--- src/rtl/kmps_pkg.sv ---
package kmps_pkg;

    localparam int TABLE_DEPTH = 64;
    localparam int MAX_PATHS   = 8;

    localparam int ADDR_W = $clog2(TABLE_DEPTH);
    localparam int CNT_W  = $clog2(MAX_PATHS + 1);
    localparam int ID_W   = 64;
    localparam int Q_W    = 17;
    localparam int PROD_W = 2 * Q_W;

    localparam logic [Q_W-1:0]    ONE_Q16  = 17'h10000;
    localparam logic [PROD_W-1:0] HALF_ACC = PROD_W'(32768);
    localparam logic [ADDR_W-1:0] LAST_IDX = ADDR_W'(TABLE_DEPTH - 1);

    typedef struct packed {
        logic [ID_W-1:0] emitter_id;
        logic            culled;
        logic            has_path;
        logic [Q_W-1:0]  diffraction;
        logic [Q_W-1:0]  transmission;
        logic            last_path;
        logic [Q_W-1:0]  blend;
    } kmps_in_t;

    typedef struct packed {
        logic [ID_W-1:0] out_emitter_id;
        logic [Q_W-1:0]  obstruction;
        logic [Q_W-1:0]  occlusion;
        logic            table_full;
    } kmps_out_t;

    typedef struct packed {
        logic [ID_W-1:0] key;
        logic [Q_W-1:0]  obs;
        logic [Q_W-1:0]  occ;
    } kmps_entry_t;

    typedef struct packed {
        logic [Q_W-1:0] s_obs;
        logic [Q_W-1:0] s_occ;
        logic [Q_W-1:0] t_obs;
        logic [Q_W-1:0] t_occ;
        logic [Q_W-1:0] b;
    } kmps_blend_req_t;

    typedef struct packed {
        logic           done;
        logic [Q_W-1:0] obs;
        logic [Q_W-1:0] occ;
    } kmps_blend_rsp_t;

    typedef enum logic [1:0] {
        ST_IDLE,
        ST_SCAN,
        ST_BLEND,
        ST_WRITE
    } kmps_state_t;

    function automatic logic [Q_W-1:0] clamp_one(input logic [Q_W-1:0] v);
        return (v > ONE_Q16) ? ONE_Q16 : v;
    endfunction

endpackage

--- src/rtl/kmps_blend_unit.sv ---
module kmps_blend_unit (
    input  logic                       aclk,
    input  logic                       aresetn,
    input  logic                       start,
    input  kmps_pkg::kmps_blend_req_t  req,
    output kmps_pkg::kmps_blend_rsp_t  rsp
);

    kmps_pkg::kmps_blend_req_t        req_reg;
    logic                             busy_reg;
    logic                             done_reg;
    logic [2:0]                       step_reg;
    logic [kmps_pkg::PROD_W-1:0]      prod_reg;
    logic [kmps_pkg::PROD_W-1:0]      acc_obs_reg;
    logic [kmps_pkg::PROD_W-1:0]      acc_occ_reg;
    logic [kmps_pkg::Q_W-1:0]         inv_b;
    logic [kmps_pkg::Q_W-1:0]         op_a;
    logic [kmps_pkg::Q_W-1:0]         op_m;

    assign inv_b = kmps_pkg::ONE_Q16 - req_reg.b;

    // one shared multiplier: s*(1-b) and t*b for each value in turn
    always_comb begin
        case (step_reg)
            3'd0:    op_a = req_reg.s_obs;
            3'd1:    op_a = req_reg.t_obs;
            3'd2:    op_a = req_reg.s_occ;
            default: op_a = req_reg.t_occ;
        endcase
        op_m = step_reg[0] ? req_reg.b : inv_b;
    end

    always_ff @(posedge aclk) begin
        if (!aresetn) begin
            busy_reg <= 1'b0;
            done_reg <= 1'b0;
            step_reg <= '0;
        end else begin
            done_reg <= 1'b0;
            if (start) begin
                busy_reg <= 1'b1;
                step_reg <= '0;
            end else if (busy_reg) begin
                step_reg <= step_reg + 3'd1;
                if (step_reg == 3'd4) begin
                    busy_reg <= 1'b0;
                    done_reg <= 1'b1;
                end
            end
        end
    end

    always_ff @(posedge aclk) begin
        if (start) begin
            req_reg <= req;
        end
        if (busy_reg) begin
            prod_reg <= kmps_pkg::PROD_W'(op_a) * kmps_pkg::PROD_W'(op_m);
            case (step_reg)
                3'd1:    acc_obs_reg <= kmps_pkg::HALF_ACC + prod_reg;
                3'd2:    acc_obs_reg <= acc_obs_reg + prod_reg;
                3'd3:    acc_occ_reg <= kmps_pkg::HALF_ACC + prod_reg;
                3'd4:    acc_occ_reg <= acc_occ_reg + prod_reg;
                default: ;
            endcase
        end
    end

    assign rsp.done = done_reg;
    assign rsp.obs  = acc_obs_reg[kmps_pkg::Q_W+15:16];
    assign rsp.occ  = acc_occ_reg[kmps_pkg::Q_W+15:16];

endmodule

--- config.mk ---
export PLATFORM = sky130hd
export DESIGN_NAME = kmps_blend_unit
export DESIGN_NICKNAME = d
export VERILOG_FILES = /design/src/rtl/kmps_pkg.sv /design/src/rtl/kmps_blend_unit.sv
export SDC_FILE = /design/constraint.sdc
export NUM_CORES = 1
export LEC_CHECK = 0
export ABC_AREA = 0
export BUFFER_PORTS_ARGS = -buffer_cell sky130_fd_sc_hd__buf_2
export CAP_MARGIN = 20
export CORE_UTILIZATION = 60
export DETAILED_ROUTE_END_ITERATION = 10
export PLACE_DENSITY = 0.81
export SLEW_MARGIN = 20
export SYNTH_ARGS = -nofsm -noshare
export SYNTH_HDL_FRONTEND = slang
export SYNTH_SLANG_ARGS = --single-unit
--- constraint.sdc ---
create_clock -name aclk -period 20.8 [get_ports aclk]
set_input_delay 2.08 -clock aclk [delete_from_list [all_inputs] [get_ports aclk]]
set_output_delay 2.08 -clock aclk [all_outputs]
set_load 0.05 [all_outputs]
==> impl_metrics.py <==
metrics = {
    "yosys": {
        "synth_compound_area_frac": 0.118,
        "yosysSeqAreaShare": 0.278,
        "synth.cell_area_um2": 20200,
        "synth_cell_types": 66,
        "ys_ff_latch": 189,
        "synth_xor_area_frac": 0.0545,
        "async_reset_ff_frac": 0,
        "syn_nets": 2594,
        "synth_edf_count": 184,
        "yosysWarnings": 0,
        "post_synth.cell_area_avg_um2": 9.61,
        "synth_top_family_by_area": "adder cells",
        "synth-main-ff-cell": "edfxtp_1",
        "synthCells": 2107,
        "synth_fa_ha_area_frac": 0.330,
        "synth_mux_area_frac": 0.00309,
        "synth-simple-area-share": 0.135,
    },
    "sta": {
        "fin_setup_tns_ns": 0,
        "rsz0062_at_grt": "no",
        "worstMarginPinSlew_ns": 1.23,
        "slew_headroom": 0.180,
        "fin_crit_sh": 0.419,
        "max_freq_ghz": 0.115,
        "clock_skew_ns": 0.0191,
        "hold_viol_final": 0,
        "finalSetupViolCount": 0,
        "min_period_ns": 8.72,
        "slew_violations": 0,
    },
    "worst_setup_path": {
        "worst_r2r_path_depth": 27,
        "cp.required_ns": 21.00,
        "crit_family": "adder cells",
        "critPathCapture": "prod_reg[31]$_DFFE_PP_",
        "end_kind": "flip-flop",
        "rrSetupSlack_ns": 12.08,
        "cp_slowest_cell": "dfxtp_1",
        "cp_max_fo": 48,
        "crit_buf_inv": 7,
        "rr_startpoint": "step_reg[0]$_SDFFE_PP0P_",
        "crit_type": "flip-flop to flip-flop",
        "cp.depth": 27,
        "worstSetupStartpoint": "step_reg[0]$_SDFFE_PP0P_",
        "cp.arrival_ns": 8.91,
        "slowest_delay_ns": 0.80,
        "start_kind": "flip-flop",
        "r2r_end": "prod_reg[31]$_DFFE_PP_",
    },
    "routing": {
        "vias": 15300,
        "drt_iter0_drc": 1160,
        "dr.pass1.iters": 8,
        "wl_per_cell_um": 18.6,
        "drc": 0,
        "via_per_inst": 5.80,
        "drtAntennaViolNets": 0,
        "wl_um": 49000,
    },
    "run_status": {
        "status": "complete, no violations",
    },
    "global_route": {
        "grt_pass1_vias": 16200,
        "grt_use_total": 0.302,
        "antenna_found_initial": 0,
        "grt_first_pass_wirelength_um": 79800,
        "grt_overflow": 0,
        "grt_max_degree": 88,
    },
    "cells_and_area": {
        "antennaDiodeCount": 0,
        "multiInputGateArea_um2": 13000,
        "layout-drive-gt1-share": 0.106,
        "largest_reg_flops": 85,
        "nFillCells": 2626,
        "final-seq-area_um2": 5630,
        "nets": 2667,
        "synthToLayoutAreaGrowth_pct": 7.60,
    },
    "die": {
        "rows": 66,
        "start_util": 0.616,
        "coreArea_um2": 32900,
        "design.die.area_um2": 34500,
        "pin_count": 123,
        "die_w_um": 186,
        "die_y_um": 186,
    },
    "cts": {
        "postCtsSetupBuffers": 0,
        "htree_levels": 4,
        "cts_tree": "yes",
        "cts_root_buffer": "clkbuf_16",
        "clockBufferDepth": 2,
        "ctsHoldBuffers": 0,
        "clock-sinks": 189,
        "cts_buffers": 17,
        "insertion_delay_ns": 0.46,
        "clkTransAtPathRegs_ns": 0.07,
        "postCtsResizedCells": 0,
    },
    "min_path": {
        "hold_class": "flip-flop to flip-flop",
    },
    "flow_run": {
        "cap_violations": 0,
    },
    "placement": {
        "io_buffers": 122,
        "hpwlAfterDp_um": 38100,
        "gp_congestion": 0.980,
    },
}
## layout make-up
type | instances | area share
Clock buffer | 17 | 0.0195
Clock inverter | 15 | 0.00845
Inverter | 305 | 0.0526
Multi-Input combinational cell | 1523 | 0.599
Sequential cell | 189 | 0.258
Tap cell | 442 | 0.0254
Timing Repair Buffer | 144 | 0.0367
## how the worst min path moves through the flow
stage / slack [ns] / to / start / cells after the start
6_report: 0.58 / step_reg[1]$_SDFFE_PP0P_ / step_reg[1]$_SDFFE_PP0P_ / 2
5_1_grt: 0.62 / step_reg[1]$_SDFFE_PP0P_ / step_reg[1]$_SDFFE_PP0P_ / 2
4_1_cts: 0.58 / step_reg[1]$_SDFFE_PP0P_ / step_reg[1]$_SDFFE_PP0P_ / 2
3_5_place_dp: 0.57 / step_reg[1]$_SDFFE_PP0P_ / step_reg[1]$_SDFFE_PP0P_ / 2
3_3_place_gp: 0.55 / step_reg[1]$_SDFFE_PP0P_ / step_reg[1]$_SDFFE_PP0P_ / 2
2_1_floorplan: 0.51 / step_reg[1]$_SDFFE_PP0P_ / step_reg[1]$_SDFFE_PP0P_ / 2
## layout by cell type (no fill, tap or decap), types with 9 or more instances in the layout
| cell type | count |
|---|---|
| clkbuf_16 | 17 |
| o21a_1 | 10 |
| a21o_1 | 45 |
| ha_1 | 174 |
| a21oi_1 | 107 |
| and2_1 | 22 |
| nor2_1 | 216 |
| nor3_1 | 17 |
| o21ai_0 | 69 |
| fa_1 | 225 |
| a31oi_1 | 19 |
| nand2b_1 | 25 |
| xnor2_1 | 62 |
| xor2_1 | 58 |
| nand3_1 | 25 |
| nand2_1 | 254 |
| a22oi_1 | 18 |
| nor2b_1 | 16 |
| edfxtp_1 | 184 |
| inv_1 | 305 |
| o21bai_1 | 13 |
| and3_1 | 9 |
| a211oi_1 | 15 |
| a31o_2 | 21 |
| buf_4 | 22 |
| buf_2 | 121 |
## stage by stage
stage | cell area [µm²] | hold slack [ns] | worst slack [ns] | cells | utilization
floorplan | 20200 | 0.515 | 13.20 | 2107 | -
global placement | 21100 | 0.546 | 12.31 | 2602 | 0.643
detailed placement | 21200 | 0.568 | 12.19 | 2603 | 0.644
CTS | 21800 | 0.577 | 12.15 | 2635 | 0.662
global route | 21800 | 0.624 | 11.61 | 2635 | 0.663
finish | 21800 | 0.580 | 12.08 | 2635 | 0.663
## layer usage
layer	track usage	share of wire	vias to the layer above	routed length, µm
li1	-	-	7093	-
met1	0.360	0.39	7401	19400
met2	0.526	0.49	655	23900
met3	0.0648	0.080	126	3910
met4	0.132	0.039	0	1890
met5	0.00741	0	-	0
## synthesized netlist by cell type, drive strengths merged (5+ instances only)
| cell | number | area, µm² |
|---|---|---|
| inv | 305 | 1140 |
| nand2 | 254 | 953 |
| fa | 225 | 4500 |
| nor2 | 218 | 826 |
| edfxtp | 184 | 5530 |
| ha | 174 | 2180 |
| a21oi | 108 | 541 |
| o21ai | 69 | 345 |
| xnor2 | 65 | 577 |
| xor2 | 60 | 526 |
| buf | 52 | 352 |
| a21o | 45 | 338 |
| clkbuf | 38 | 143 |
| a31oi | 26 | 194 |
| nand2b | 26 | 163 |
| nand3 | 25 | 125 |
| and2 | 23 | 145 |
| a31o | 21 | 184 |
| nor3 | 20 | 115 |
| a22oi | 18 | 135 |
| nor2b | 17 | 106 |
| a211oi | 15 | 113 |
| o21bai | 13 | 97.6 |
| o21a | 10 | 75.1 |
| and3 | 9 | 56.3 |
| nand4 | 7 | 43.8 |
| o211ai | 7 | 52.6 |
| or2 | 7 | 43.8 |
| or3 | 6 | 37.5 |
| dfxtp | 5 | 100 |
| nor4 | 5 | 31.3 |
| o22ai | 5 | 31.3 |
## worst reg2reg max path, stage by stage (launching register included)
cell      delay (ns)
dfxtp_1         0.80
inv_1           0.23
ha_1            0.28
nor2b_1         0.15
or3_1           0.38
buf_4           0.30
a31oi_2         0.79
nand2_1         0.17
fa_1            0.51
fa_1            0.54
inv_1           0.05
fa_1            0.49
inv_1           0.06
fa_1            0.53
inv_1           0.05
fa_1            0.49
inv_1           0.05
fa_1            0.47
inv_1           0.04
ha_1            0.39
nand4_1         0.16
or2_2           0.33
o211ai_1        0.23
a31oi_1         0.20
o311a_1         0.40
o21bai_1        0.13
a21oi_1         0.10
xnor2_1         0.13
## cell families (layout without fill, tap and decap cells)
family | after synthesis | count (layout)
xor+xnor | 125 | 125
flops | 189 | 189
compound gates | 367 | 367
mux | 6 | 6
fa+ha+maj | 399 | 399
buf+inv | 395 | 481
simple gates | 626 | 626
Power is left out: the tool's default activity adds up to more than one toggle a clock period on the data nets, which glitch-free logic cannot reach.
